$ cat src/rtl/core/mnva_pkg.sv
// ----------------------------------------------------------------------------
// MIDI note voice allocator package
// Shared constants and types: status byte codes, parse modes, running status,
// sequencer states, scan targets and write kinds.
// ----------------------------------------------------------------------------
package mnva_pkg;

  // Default number of voices in the table.
  localparam int unsigned VoicesDefault = 8;

  // Status byte decoding.
  localparam logic [7:0] StatusFlag    = 8'h80;
  localparam logic [7:0] StatusHiMask  = 8'hF0;
  localparam logic [7:0] StatusNoteOff = 8'h80;
  localparam logic [7:0] StatusNoteOn  = 8'h90;
  localparam logic [7:0] VelocityOff   = 8'h00;
  localparam logic [7:0] PitchFree     = 8'h00;

  // Parse mode, one-hot.
  typedef enum logic [4:0] {
    PmRest     = 5'b00001,
    PmPitchOn  = 5'b00010,
    PmVelOn    = 5'b00100,
    PmPitchOff = 5'b01000,
    PmVelOff   = 5'b10000
  } mode_e;

  // Running status.
  typedef enum logic [1:0] {
    RsNone    = 2'd0,
    RsNoteOff = 2'd1,
    RsNoteOn  = 2'd2
  } rs_e;

  // Sequencer state, one-hot.
  typedef enum logic [2:0] {
    StIdle  = 3'b001,
    StScan  = 3'b010,
    StWrite = 3'b100
  } seq_e;

  // What the voice walk is looking for.
  typedef enum logic [1:0] {
    ScanFirstPitch = 2'd0,
    ScanLastPitch  = 2'd1,
    ScanFirstVel0  = 2'd2
  } scan_e;

  // Which field of a voice a table write updates.
  typedef enum logic {
    WkPitch    = 1'b0,
    WkVelocity = 1'b1
  } write_kind_e;

endpackage

$ cat src/rtl/core/midi_note_voice_allocator_top.sv
// ----------------------------------------------------------------------------
// MIDI note voice allocator
// Parses received MIDI bytes and keeps a polyphonic table of voice pitches
// and velocities, reporting every table write as one output transaction.
// ----------------------------------------------------------------------------
// The block takes one received MIDI byte per input transaction and handles
// note-on and note-off messages, with running status, on any channel. It
// keeps a table of VOICES voices (pitch and velocity each), cleared at reset,
// and every write into that table leaves as one output transaction carrying
// the voice index, the kind of write and the voice's pitch and velocity after
// the write. A velocity byte is taken, then the write is made. A pitch byte,
// and a note-on status byte, walk the voice table one voice per cycle through
// a single shared comparator; a walk for the first match ends early. A write
// waits for the output register to be free, so a stalled output holds the
// block at that point. The input stall is low exactly when the sequencer
// is idle.
// ----------------------------------------------------------------------------
module midi_note_voice_allocator_top #(
  parameter int unsigned VOICES = mnva_pkg::VoicesDefault
) (
  input  logic       clk_i,
  input  logic       rst_ni,
  // Input channel
  input  logic       in_valid_i,
  output logic       in_stall_o,
  input  logic [7:0] rx_byte_i,
  // Output channel
  output logic       out_valid_o,
  input  logic       out_stall_i,
  output logic [2:0] voice_index_o,
  output logic       write_kind_o,
  output logic [7:0] voice_pitch_o,
  output logic [7:0] voice_velocity_o
);

  localparam int unsigned IW = $clog2(VOICES);
  localparam logic [IW-1:0] LastVoice = IW'(VOICES - 1);

  // Control state.
  mnva_pkg::seq_e  state_q;
  mnva_pkg::mode_e mode_q;
  mnva_pkg::rs_e   rs_q;
  mnva_pkg::scan_e scan_q;
  logic [IW-1:0]   chosen_q;
  logic [IW-1:0]   idx_q;
  logic [IW-1:0]   fresh_q;
  logic            use_fresh_q;
  logic            out_valid_q;

  // Working payload.
  logic [7:0]              byte_q;
  mnva_pkg::write_kind_e   wk_q;
  logic [7:0]              wval_q;

  // Voice table: one read port and one write port, both at idx_q.
  logic [7:0] pitch_q [VOICES];
  logic [7:0] vel_q   [VOICES];

  // Output register.
  logic [2:0] out_idx_q;
  logic       out_wk_q;
  logic [7:0] out_pitch_q;
  logic [7:0] out_vel_q;

  logic [7:0]    rd_pitch;
  logic [7:0]    rd_vel;
  logic          is_last;
  logic          pitch_hit;
  logic [IW-1:0] fresh_n;
  logic          in_acc;
  logic          out_free;
  logic          wr_en;

  assign in_stall_o = (state_q != mnva_pkg::StIdle);
  assign in_acc     = in_valid_i && !in_stall_o;

  // The shared comparator looks at the voice the index points to.
  assign rd_pitch  = pitch_q[idx_q];
  assign rd_vel    = vel_q[idx_q];
  assign is_last   = (idx_q == LastVoice);
  assign pitch_hit = (rd_pitch == byte_q);
  // The last free voice seen so far, this one included.
  assign fresh_n   = (rd_pitch == mnva_pkg::PitchFree) ? idx_q : fresh_q;

  // A write is made only once the output register can take its result.
  assign out_free = !out_valid_q || !out_stall_i;
  assign wr_en    = (state_q == mnva_pkg::StWrite) && out_free;

  // Sequencer and parser.
  always_ff @(posedge clk_i or negedge rst_ni) begin
    if (!rst_ni) begin
      state_q     <= mnva_pkg::StIdle;
      mode_q      <= mnva_pkg::PmRest;
      rs_q        <= mnva_pkg::RsNone;
      scan_q      <= mnva_pkg::ScanFirstPitch;
      chosen_q    <= '0;
      idx_q       <= '0;
      fresh_q     <= '0;
      use_fresh_q <= 1'b0;
    end else begin
      case (state_q)
        mnva_pkg::StIdle: begin
          if (in_acc) begin
            idx_q   <= '0;
            fresh_q <= '0;
            case (mode_q)
              mnva_pkg::PmPitchOn: begin
                // Reuse a voice holding this pitch, else fill the chosen one.
                mode_q      <= mnva_pkg::PmVelOn;
                scan_q      <= mnva_pkg::ScanFirstPitch;
                use_fresh_q <= 1'b0;
                state_q     <= mnva_pkg::StScan;
              end
              mnva_pkg::PmPitchOff: begin
                mode_q  <= mnva_pkg::PmVelOff;
                scan_q  <= mnva_pkg::ScanLastPitch;
                state_q <= mnva_pkg::StScan;
              end
              mnva_pkg::PmVelOn, mnva_pkg::PmVelOff: begin
                // Velocity goes straight to the chosen voice; note off
                // always writes zero, whatever byte arrived.
                mode_q  <= mnva_pkg::PmRest;
                idx_q   <= chosen_q;
                wk_q    <= mnva_pkg::WkVelocity;
                wval_q  <= (mode_q == mnva_pkg::PmVelOn) ? rx_byte_i
                                                          : mnva_pkg::VelocityOff;
                state_q <= mnva_pkg::StWrite;
              end
              default: begin
                mode_q <= mnva_pkg::PmRest;
                if (rx_byte_i >= mnva_pkg::StatusFlag) begin
                  if ((rx_byte_i & mnva_pkg::StatusHiMask) == mnva_pkg::StatusNoteOff) begin
                    rs_q   <= mnva_pkg::RsNoteOff;
                    mode_q <= mnva_pkg::PmPitchOff;
                  end else if ((rx_byte_i & mnva_pkg::StatusHiMask) ==
                               mnva_pkg::StatusNoteOn) begin
                    // Look for a silent voice; with none, stay at rest.
                    rs_q    <= mnva_pkg::RsNoteOn;
                    scan_q  <= mnva_pkg::ScanFirstVel0;
                    state_q <= mnva_pkg::StScan;
                  end else begin
                    rs_q <= mnva_pkg::RsNone;
                  end
                end else begin
                  case (rs_q)
                    mnva_pkg::RsNoteOff: begin
                      mode_q  <= mnva_pkg::PmVelOff;
                      scan_q  <= mnva_pkg::ScanLastPitch;
                      state_q <= mnva_pkg::StScan;
                    end
                    mnva_pkg::RsNoteOn: begin
                      // Running-status note on reuses a voice holding this pitch, else allocates the last free voice.
                      mode_q      <= mnva_pkg::PmVelOn;
                      scan_q      <= mnva_pkg::ScanFirstPitch;
                      use_fresh_q <= 1'b1;
                      state_q     <= mnva_pkg::StScan;
                    end
                    default: begin
                    end
                  endcase
                end
              end
            endcase
          end
        end
        mnva_pkg::StScan: begin
          fresh_q <= fresh_n;
          idx_q   <= idx_q + IW'(1);
          case (scan_q)
            mnva_pkg::ScanFirstPitch: begin
              if (pitch_hit) begin
                chosen_q <= idx_q;
                state_q  <= mnva_pkg::StIdle;
              end else if (is_last) begin
                wk_q    <= mnva_pkg::WkPitch;
                wval_q  <= byte_q;
                state_q <= mnva_pkg::StWrite;
                if (use_fresh_q) begin
                  chosen_q <= fresh_n;
                  idx_q    <= fresh_n;
                end else begin
                  idx_q <= chosen_q;
                end
              end
            end
            mnva_pkg::ScanLastPitch: begin
              if (pitch_hit) begin
                chosen_q <= idx_q;
              end
              if (is_last) begin
                state_q <= mnva_pkg::StIdle;
              end
            end
            default: begin
              if (rd_vel == mnva_pkg::VelocityOff) begin
                chosen_q <= idx_q;
                mode_q   <= mnva_pkg::PmPitchOn;
                state_q  <= mnva_pkg::StIdle;
              end else if (is_last) begin
                state_q <= mnva_pkg::StIdle;
              end
            end
          endcase
        end
        mnva_pkg::StWrite: begin
          if (out_free) begin
            state_q <= mnva_pkg::StIdle;
          end
        end
        default: begin
          state_q <= mnva_pkg::StIdle;
        end
      endcase
    end
  end

  // Byte latch, no reset needed.
  always_ff @(posedge clk_i) begin
    if (in_acc) begin
      byte_q <= rx_byte_i;
    end
  end

  // Voice table, cleared at reset.
  always_ff @(posedge clk_i or negedge rst_ni) begin
    if (!rst_ni) begin
      for (int unsigned v = 0; v < VOICES; v++) begin
        pitch_q[v] <= mnva_pkg::PitchFree;
        vel_q[v]   <= mnva_pkg::VelocityOff;
      end
    end else if (wr_en) begin
      if (wk_q == mnva_pkg::WkPitch) begin
        pitch_q[idx_q] <= wval_q;
      end else begin
        vel_q[idx_q] <= wval_q;
      end
    end
  end

  // Output register: loaded with the voice as it stands after the write.
  always_ff @(posedge clk_i or negedge rst_ni) begin
    if (!rst_ni) begin
      out_valid_q <= 1'b0;
    end else if (wr_en) begin
      out_valid_q <= 1'b1;
    end else if (!out_stall_i) begin
      out_valid_q <= 1'b0;
    end
  end

  always_ff @(posedge clk_i) begin
    if (wr_en) begin
      out_idx_q   <= 3'(idx_q);
      out_wk_q    <= wk_q;
      out_pitch_q <= (wk_q == mnva_pkg::WkPitch) ? wval_q : rd_pitch;
      out_vel_q   <= (wk_q == mnva_pkg::WkVelocity) ? wval_q : rd_vel;
    end
  end

  assign out_valid_o      = out_valid_q;
  assign voice_index_o    = out_idx_q;
  assign write_kind_o     = out_wk_q;
  assign voice_pitch_o    = out_pitch_q;
  assign voice_velocity_o = out_vel_q;

  // A velocity byte goes straight to the write step.
  assert property (@(posedge clk_i) disable iff (!rst_ni)
    in_acc && (mode_q == mnva_pkg::PmVelOn || mode_q == mnva_pkg::PmVelOff)
    |=> state_q == mnva_pkg::StWrite)
    else $error("velocity byte did not lead to a table write");

  // A pending write waits while the output register is full and stalled.
  assert property (@(posedge clk_i) disable iff (!rst_ni)
    state_q == mnva_pkg::StWrite && out_valid_q && out_stall_i
    |=> state_q == mnva_pkg::StWrite && $stable(out_pitch_q) && $stable(out_vel_q))
    else $error("table write overran a stalled output transaction");

  // Every table write produces an output transaction in the next cycle.
  assert property (@(posedge clk_i) disable iff (!rst_ni)
    wr_en |=> out_valid_q && !in_stall_o)
    else $error("table write without an output transaction");

  // The walk never leaves the table.
  assert property (@(posedge clk_i) disable iff (!rst_ni)
    state_q == mnva_pkg::StScan |-> idx_q <= LastVoice)
    else $error("voice walk index out of range");

endmodule
$ cat config.mk
export PLATFORM = sky130hd
export DESIGN_NAME = midi_note_voice_allocator_top
export DESIGN_NICKNAME = d
export VERILOG_FILES = /design/src/rtl/core/mnva_pkg.sv /design/src/rtl/core/midi_note_voice_allocator_top.sv
export SDC_FILE = /design/constraint.sdc
export NUM_CORES = 1
export LEC_CHECK = 0
export BUFFER_PORTS_ARGS = -buffer_cell sky130_fd_sc_hd__buf_2
export CORE_UTILIZATION = 64
export CTS_BUF_LIST = sky130_fd_sc_hd__clkbuf_4 sky130_fd_sc_hd__clkbuf_8
export DETAILED_ROUTE_END_ITERATION = 7
export GPL_TIMING_DRIVEN = 0
export PLACE_DENSITY = 0.82
export SETUP_SLACK_MARGIN = 0.4
export SYNTH_ARGS = -nofsm -noshare
export SYNTH_HDL_FRONTEND = slang
export SYNTH_SLANG_ARGS = --single-unit
$ cat constraint.sdc
create_clock -name clk_i -period 3.8 [get_ports clk_i]
set_clock_uncertainty 0.2 [all_clocks]
set_input_delay 0.19 -clock clk_i [delete_from_list [all_inputs] [get_ports clk_i]]
set_output_delay 0.19 -clock clk_i [all_outputs]
set_load 0.01 [all_outputs]
* After elaboration in Yosys (flattened, before gate mapping)
Index checks and enable logic that the tools add are counted.
** Storage, ports and cells
- Input bits :: 12
- Word-level logic and storage cells :: 177
- Flip-flop bits (word level) :: 188
- Output and inout port bits :: 22
** Cells by class
- Mux-type cells :: 73
- Magnitude comparators :: 3
- Equal/unequal tests :: 33
- Bitwise logic cells :: 5
- Add/subtract/negate cells :: 1
- Reduce and logical (&&, ||, !) cells :: 30
** Operator list (number)
- $bwmux W64 :: 2
- $mux W8 :: 13
- $mux W3 :: 22
- $bmux W8 S3 :: 2
- $pmux W3 S2 :: 5
- $demux W8 S3 :: 1
- $mux W5 :: 4
- $pmux W5 S2 :: 2
- $logic_not A8 Y1 :: 2
- $ne A2 B2 Y1 const B :: 8
- $pmux W8 S2 :: 1
- $ne A5 B4 Y1 const B :: 3
- $pmux W5 S3 :: 1
- $reduce_and A4 Y1 :: 3
- $reduce_and A6 Y1 :: 2
- $mux W2 :: 5
- $mux W1 :: 9
- $pmux W3 S3 :: 1
- $eq A4 B4 Y1 const B :: 2
- $eq A8 B8 Y1 :: 1
- $ge A8 B8 Y1 const B :: 1
- $reduce_or A2 Y1 :: 4
- $reduce_and A7 Y1 :: 1
- $eq A3 B3 Y1 const B :: 2
- other kinds (34) :: 48

* Depth between registers and ports, before layout
Gate-level depths: netlist of the first run.
- Depth after elaboration :: 11
- Gate-level depth with buffers :: 12
- Gate-level depth less buffers :: 8

* Worst setup path before layout of the first run
No wires, ideal clock.
- Kind :: reg2reg
- From :: register state_q[0]
- To :: register pitch_q[24] in the netlist's numbering
- Buffers on the path :: 1
- Setup slack :: 0.320 ns
- Arrival time :: 3.156 ns
- Library setup time :: 0.125 ns
- Stages on the path, launching flop included :: 9
- Cells stage by stage :: dfstp_2 nor2_1 nand2_1 a21oi_1 nand2b_1 or2_2 clkbuf_1 nor2_1 mux2_2
** On the way
- Word-level cells in the longest chain between the ends :: 3
** Ends and longest elaborated chain
- start, declared :: RTL line midi_note_voice_allocator_top.sv:40 : mnva_pkg::seq_e state_q;
- start signal, assigned :: RTL line midi_note_voice_allocator_top.sv:92 : state_q <= mnva_pkg::StIdle;
- start signal, assigned :: RTL line midi_note_voice_allocator_top.sv:112 : state_q <= mnva_pkg::StScan;
- start signal, assigned :: RTL line midi_note_voice_allocator_top.sv:117 : state_q <= mnva_pkg::StScan;
- $eq A3 B3 Y1 :: RTL line midi_note_voice_allocator_top.sv:87 : assign wr_en = (state_q == mnva_pkg::StWrite) && out_free;
- $logic_and A1 B1 Y1 :: RTL line midi_note_voice_allocator_top.sv:87
- net wr_en :: RTL line midi_note_voice_allocator_top.sv:72 : logic wr_en;
- $reduce_and A2 Y1 (no line)
- end signal, assigned by index :: RTL line midi_note_voice_allocator_top.sv:228 : pitch_q[v] <= mnva_pkg::PitchFree;
- end signal, assigned by index :: RTL line midi_note_voice_allocator_top.sv:233 : pitch_q[idx_q] <= wval_q;
- end, declared :: RTL line midi_note_voice_allocator_top.sv:56 : logic [7:0] pitch_q [VOICES];
The timed path passes the listed nets, and every way through them passes these cells.
A chain may end at the register's enable or synchronous reset.

* Worst setup path in the final report of the first run
- From :: register idx_q[0]
- To :: register chosen_q[2]
** On the way
- Word-level cells in the longest chain between the ends :: 10
** Ends and longest elaborated chain
- start, declared :: RTL line midi_note_voice_allocator_top.sv:45 : logic [IW-1:0] idx_q;
- start signal, assigned :: RTL line midi_note_voice_allocator_top.sv:123 : idx_q <= chosen_q;
- start signal, assigned :: RTL line midi_note_voice_allocator_top.sv:168 : idx_q <= idx_q + IW'(1);
- start signal, assigned :: RTL line midi_note_voice_allocator_top.sv:180 : idx_q <= fresh_n;
- $not A3 Y4 (implied by the code) :: RTL line midi_note_voice_allocator_top.sv:78, midi_note_voice_allocator_top.sv:79
- $bmux W8 S3 :: RTL line midi_note_voice_allocator_top.sv:78 : assign rd_pitch = pitch_q[idx_q];
- $mux W8 (implied by the code) (2 in series) :: RTL line midi_note_voice_allocator_top.sv:78
- $logic_not A8 Y1 :: RTL line midi_note_voice_allocator_top.sv:83 : assign fresh_n = (rd_pitch == mnva_pkg::PitchFree) ? idx_q : fresh_q;
- $mux W3 :: RTL line midi_note_voice_allocator_top.sv:83
- $mux W3 :: RTL line midi_note_voice_allocator_top.sv:178 : if (use_fresh_q) begin
- $mux W3 :: RTL line midi_note_voice_allocator_top.sv:174 : end else if (is_last) begin
- $mux W3 :: RTL line midi_note_voice_allocator_top.sv:171 : if (pitch_hit) begin
- $pmux W3 S2 :: RTL line midi_note_voice_allocator_top.sv:169 : case (scan_q)
- end signal, assigned :: RTL line midi_note_voice_allocator_top.sv:172 : chosen_q <= idx_q;
- end signal, assigned :: RTL line midi_note_voice_allocator_top.sv:179 : chosen_q <= fresh_n;
- end signal, assigned :: RTL line midi_note_voice_allocator_top.sv:188 : chosen_q <= idx_q;
- end, declared :: RTL line midi_note_voice_allocator_top.sv:44 : logic [IW-1:0] chosen_q;
Parallel ways exist; a longest one is shown, timed or not. The select of a mux whose other input is x is not followed.

==> out/qor.yml, run 1 <==
run_status:
  status: "complete, no violations"
setup_path:
  cp-end-kind: "register"
  start_kind: "register"
  path_cells: "buf_6 > buf_12 > buf_6 > mux4_2 > nor2_2 > o32ai_1 > nor4_4 > and2_4 > o21ai_1 > a21oi_2 > mux2_2"
  cpMaxStageDelayCell: "mux4_2"
  crit_top_cell: "buf_6"
  worst-path-max-fanout: 10
  criticalPathCategory: "reg2reg"
  worstPathRequired_ns: 3.96
  arrival_ns: 3.47
  path_delay_family: "multiplexers"
  critPathBufInv: 3
  cp_slowest_stage_delay_ns: 0.51
power_and_ir_drop:
  power_mw: 5.94
  ir_drop_mv: 0.415
  power_leakage_nw: 4.53
  power_density_nw_per_um2: 588
placed_design:
  portBuffers: 33
  gp_congestion: 0.908
  place_area_um2: 9370
  hpwl_mm: 15.5
  dp.cells: 912
logic_synthesis:
  synth_area_leaders: "dfrtp_1 (42%), mux2_2 (17%), edfxtp_1 (12%), mux4_2 (2.8%), nand2_1 (2.0%)"
  syn-cell-area_um2: 8910
  yosysTopAreaCell: "dfrtp_1"
  synth.avg_cell_area_um2: 12.7
  synth-seq-area-share_pct: 54.9
  synth_warnings: 0
  synth_enable_flop_cells: 37
  synthCells: 701
  ys.flop_type: "dfrtp_1"
  synth_nets: 718
  ys_async_sr_fraction_pct: 80.3
  synth_seq_cells: 188
  post_synth_num_cell_types: 72
  yosysTopAreaCellShare_pct: 41.8
layout:
  final_cell_mix: "dfrtp_1 (147), mux2_2 (137), nand2_1 (46), edfxtp_1 (37), buf_2 (35)"
  fin_cells: 961
  fillers: 860
  diodes: 0
  finalNetCount: 789
  fin_area_um2: 10100
  final_common_cell: "dfrtp_1"
  drive_above_1_share_pct: 34.5
  syn2layout_area_growth_pct: 13.3
global_routing:
  grt_pass1_vias: 6614
  antenna_found_initial: 0
  track_usage_pct: 34.3
  grt_overflow: 0
  grt_max_degree: 85
  grt_pass1_wl_mm: 36.3
sta:
  whs_ns: 0.129
  setup_viol: 0
  worst_pin_slew_ns: 0.995
  slew_violations: 0
  fmax_ghz: 0.302
  min_period_over_period_pct: 87.1
  period_needed_ns: 3.31
  hold_violations: 0
  rsz0062_at_grt: "true"
  slew_headroom_pct: 33.3
route:
  drt_wl_total_mm: 22.8
  drtAntennaViolNets: 0
  viasPerCell: 6.71
  wl_per_cell_um: 23.8
  drc_errors: 0
  drt_iter0_markers: 689
  num_vias: 6451
  firstDrtPassIters: 5
floorplan:
  io_pins: 34
  dieArea_um2: 14400
  dieWidth_um: 120
  rows: 42
  core_um2: 13400
  die_height_um: 120
  initial_utilization_pct: 66.5
clock_tree:
  cts_sinks: 188
  root_buffer: "clkbuf_8"
  insertion_delay_ns: 0.48
  htree_levels: 4
  clockBufferDepth: 2
  cts_tree: "done"
  cts-buffers-inserted: 17
  clk_pin_slew_ns: 0.09
run:
  maxCapViolCount: 0
worst_hold_path:
  hold_path.class: "in2async"
[routing by layer]
| layer | track usage, % | wire [um] |
|---|---|---|
| met1 | 43.9 | 8770 |
| met2 | 55.5 | 11300 |
| met3 | 7.89 | 2020 |
| met4 | 16.3 | 792 |
| met5 | 0 | 0 |
[final cells by class]
| cell class | count | area (um^2) | share of cell area [%] |
|---|---|---|---|
| multi-input combinational | 461 | 3890 | 38.6 |
| buffer | 34 | 199 | 1.97 |
| sequential | 188 | 4890 | 48.5 |
| inverter | 18 | 67.6 | 0.669 |
| timing repair buffer | 52 | 374 | 3.71 |
| tap | 176 | 220 | 2.18 |
| clock buffer | 19 | 249 | 2.47 |
| clock inverter | 13 | 198 | 1.96 |
[state kept, by name (all words and copies together) (netlist names)]
register,flops
state_q,3
chosen_q,3
use_fresh_q,1
byte_q,8
pitch_q,64
wval_q,8
scan_q,2
rs_q,2
idx_q,3
wk_q,1
voice_index_o,3
out_valid_o,1
vel_q,64
write_kind_o,1
voice_pitch_o,8
voice_velocity_o,8
mode_q,5
fresh_q,3
[through the flow]
stage	setup slack [ns]	setup TNS [ns]	util, %
after floorplan	0.731	0	-
after global placement	-0.340	-8.94	69.4
after detailed placement	0.0589	0	69.9
after CTS	0.405	0	74.7
after global routing	0.394	0	75.3
final	0.489	0	75.3
[Yosys cell counts, types with 4 or more instances]
| cell | number |
|---|---|
| inv_1 | 16 |
| nand2b_1 | 5 |
| mux2i_1 | 16 |
| nor2b_1 | 6 |
| mux2_2 | 137 |
| nand3b_1 | 4 |
| nor2_1 | 39 |
| clkbuf_1 | 20 |
| edfxtp_1 | 37 |
| nor4_1 | 4 |
| mux2_1 | 10 |
| nor3_1 | 10 |
| ha_1 | 5 |
| dfrtp_1 | 149 |
| nand2_1 | 47 |
| a22o_1 | 8 |
| o21ai_0 | 30 |
| o22ai_1 | 14 |
| buf_2 | 6 |
| and2_1 | 4 |
| a221oi_1 | 7 |
| nand3_1 | 13 |
| a21oi_1 | 22 |
| a22oi_1 | 4 |
| mux4_2 | 11 |
| a31oi_1 | 4 |
[cells by family (layout without fill, tap and decap cells)]
group	after synthesis	after routing	synth area share, %
adders and majority gates	5	5	0.702
xor gates and xnor gates	2	2	0.197
DFF	188	188	54.9
buffers and inverters	52	136	2.61
and+or+nand+nor	158	158	9.08
muxes	175	175	23.4
AOI/OAI and AO/OA	121	121	9.10
[worst paths after layout]
kind / slack [ns] / cells past startpoint / end / from
min in group clk_i: 0.26 / 2 / byte_q[0] / rx_byte_i[0]
min reg2reg: 0.30 / 2 / pitch_q[36] / pitch_q[36]
max: 0.49 / 11 / chosen_q[2] / idx_q[0]
max reg2reg: 0.49 / 11 / chosen_q[2] / idx_q[0]
min: 0.13 / 2 / vel_q[48] / rst_ni
max in group asynchronous: 2.47 / 3 / pitch_q[37] / rst_ni
[power breakdown]
group / internal, mW / leakage (nW) / switching, mW
clock: 0.789 / 0.214 / 0.694
sequential: 2.28 / 2.42 / 0.179
combinational: 0.776 / 1.90 / 1.22
total: 3.85 / 4.53 / 2.09
[timing repair]
action                                  4_1_cts  5_1_grt
pin swaps                                     2        4
endpoints found under the hold margin       106        0
hold buffers                                 11        0
endpoints found under the setup margin       67       52
gates resized for setup                      17       20
buffers inserted                              3        3
(Power assumes the default switching activity.)
==> inputs of run 2 (changes only) <==
--- a/config.mk
+++ b/config.mk
@@ -8,8 +8,10 @@
 export BUFFER_PORTS_ARGS = -buffer_cell sky130_fd_sc_hd__buf_2
 export CORE_UTILIZATION = 64
 export CTS_BUF_LIST = sky130_fd_sc_hd__clkbuf_4 sky130_fd_sc_hd__clkbuf_8
+export CTS_CLUSTER_SIZE = 14
 export DETAILED_ROUTE_END_ITERATION = 7
 export GPL_TIMING_DRIVEN = 0
+export MAX_ROUTING_LAYER = met4
 export PLACE_DENSITY = 0.82
 export SETUP_SLACK_MARGIN = 0.4
 export SYNTH_ARGS = -nofsm -noshare
==> run 2 against run 1 <==
  * Sequential power about the same
  * Worst setup slack worse by 0.017 ns
  * Wire length hardly changed
  * Design area is 0.27% higher
  * Core utilization is 0.21 points higher
  * Fmax is 0.51% lower
  * Register-to-register slack got worse by 0.02 ns
  * First-iteration DRC count decreased by 2.9%
  * Critical path type unchanged
  * Clock power hardly changed
==> out/qor.yml, run 2 (synthesis gave the netlist of run 1 again) <==
run_status:
  status: "complete, no violations"
global_routing:
  busiest_layer: "met2"
  use_met2_pct: 55.5
  gr-usage-met3_pct: 7.37
  grt_overflow: 0
  antenna_found_initial: 0
  grt_pass1_wl_mm: 36.3
  track_usage_pct: 35.3
  gr-usage-met1_pct: 44.2
  grt_pass1_vias: 6604
  grt_max_degree: 85
clock_tree:
  root_buffer: "clkbuf_8"
  htree_levels: 4
  clk_pin_slew_ns: 0.09
  clockBufferDepth: 2
  insertion_delay_ns: 0.48
  cts-buffers-inserted: 17
  cts_sinks: 188
  cts_tree: "done"
sta:
  slew_violations: 0
  slew_headroom_pct: 33.6
  setup_viol: 0
  fmax_ghz: 0.301
  hold_violations: 0
  worst_pin_slew_ns: 0.991
  rsz0062_at_grt: "true"
  min_period_over_period_pct: 87.6
  tns_ns: 0
  period_needed_ns: 3.33
setup_path:
  worstPathRequired_ns: 3.99
  cpMaxStageDelayCell: "mux4_2"
  cp_slowest_stage_delay_ns: 0.49
  path_cells: "buf_6 > buf_12 > mux4_2 > or2_1 > and2_1 > nor3_2 > nand2_1 > mux2i_1 > a2111o_1 > a31oi_1"
  start_kind: "register"
  path_delay_family: "simple AND/OR/NAND/NOR gates"
  cp-end-kind: "register"
  worst-path-max-fanout: 6
  critPathBufInv: 2
  arrival_ns: 3.52
  criticalPathCategory: "reg2reg"
route:
  wl_per_cell_um: 23.7
  num_vias: 6432
  firstDrtPassIters: 7
  drtAntennaViolNets: 0
  drt_wl_total_mm: 22.8
  drc_errors: 0
  drt_iter0_markers: 669
  viasPerCell: 6.69
power_and_ir_drop:
  power_leakage_nw: 4.54
  power_mw: 5.96
  power_density_nw_per_um2: 589
  ir_drop_mv: 0.426
layout:
  fillers: 856
  final_common_cell: "dfrtp_1"
  regArea_um2: 4890
  final_cell_mix: "dfrtp_1 (147), mux2_2 (137), nand2_1 (46), edfxtp_1 (37), buf_2 (35)"
  multi_input_area_um2: 3900
  fin_area_um2: 10100
  syn2layout_area_growth_pct: 13.6
  utilization_pct: 75.5
  finalNetCount: 790
  reg_top3: "pitch_q x64, vel_q x64"
  fin_cells: 962
  diodes: 0
  drive_above_1_share_pct: 34.6
placed_design:
  dp.cells: 912
  hpwl_mm: 15.5
  portBuffers: 33
  gp_congestion: 0.923
  place_area_um2: 9370
floorplan:
  dieWidth_um: 120
  initial_utilization_pct: 66.5
  rows: 42
  core_um2: 13400
  dieArea_um2: 14400
  io_pins: 34
  die_height_um: 120
worst_hold_path:
  hold_path.class: "in2async"
run:
  maxCapViolCount: 0
[run 2: repair_timing]
| action | 4_1_cts | 5_1_grt |
|---|---|---|
| buffers inserted | 3 | 4 |
| setup endpoints to repair | 67 | 51 |
| resized for setup | 17 | 21 |
| hold endpoints to repair | 106 | 0 |
| hold buffers | 11 | 0 |
| pin swaps | 2 | 5 |
[run 2: layout make-up]
cell class,count,area share (%)
Buffer,34,1.97
Tap cell,176,2.18
Multi-Input combinational cell,461,38.5
Clock buffer,19,2.46
Sequential cell,188,48.3
Clock inverter,13,1.95
Timing Repair Buffer,53,3.89
Inverter,18,0.667
[run 2: routing by layer]
layer	part of all wire (%)	up-vias
met5	0	-
met4	3.4	0
met3	8.3	71
met2	50	366
met1	39	3252
li1	-	2743
[run 2: power by group]
part,switching (mW),internal (mW)
clock network,0.696,0.789
registers,0.177,2.28
logic,1.22,0.795
[run 2: metrics by stage]
stage	hold slack, ns	setup slack (ns)
global route	0.218	0.392
CTS	0.167	0.405
floorplan	-0.306	0.731
finish	0.118	0.473
detailed placement	0.102	0.0589
global placement	0.200	-0.340
[run 2: path summary, 6_finish.rpt]
kind	start	end	slack, ns	depth (start not counted)
setup / recovery	idx_q[0]	idx_q[2]	0.47	10
hold / removal	rst_ni	vel_q[41]	0.12	2
setup reg to reg	idx_q[0]	idx_q[2]	0.47	10
hold reg to reg	vel_q[51]	vel_q[51]	0.30	2
max in group asynchronous	rst_ni	pitch_q[37]	2.48	3
min in group clk_i	rx_byte_i[0]	byte_q[0]	0.25	2
[run 2: worst reg2reg max path, stage by stage (launching register included)]
cell and delay (ns):
dfrtp_1 0.40, buf_6 0.18, buf_12 0.12, mux4_2 0.49, or2_1 0.29, and2_1 0.20
nor3_2 0.34, nand2_1 0.22, mux2i_1 0.18, a2111o_1 0.44, a31oi_1 0.19
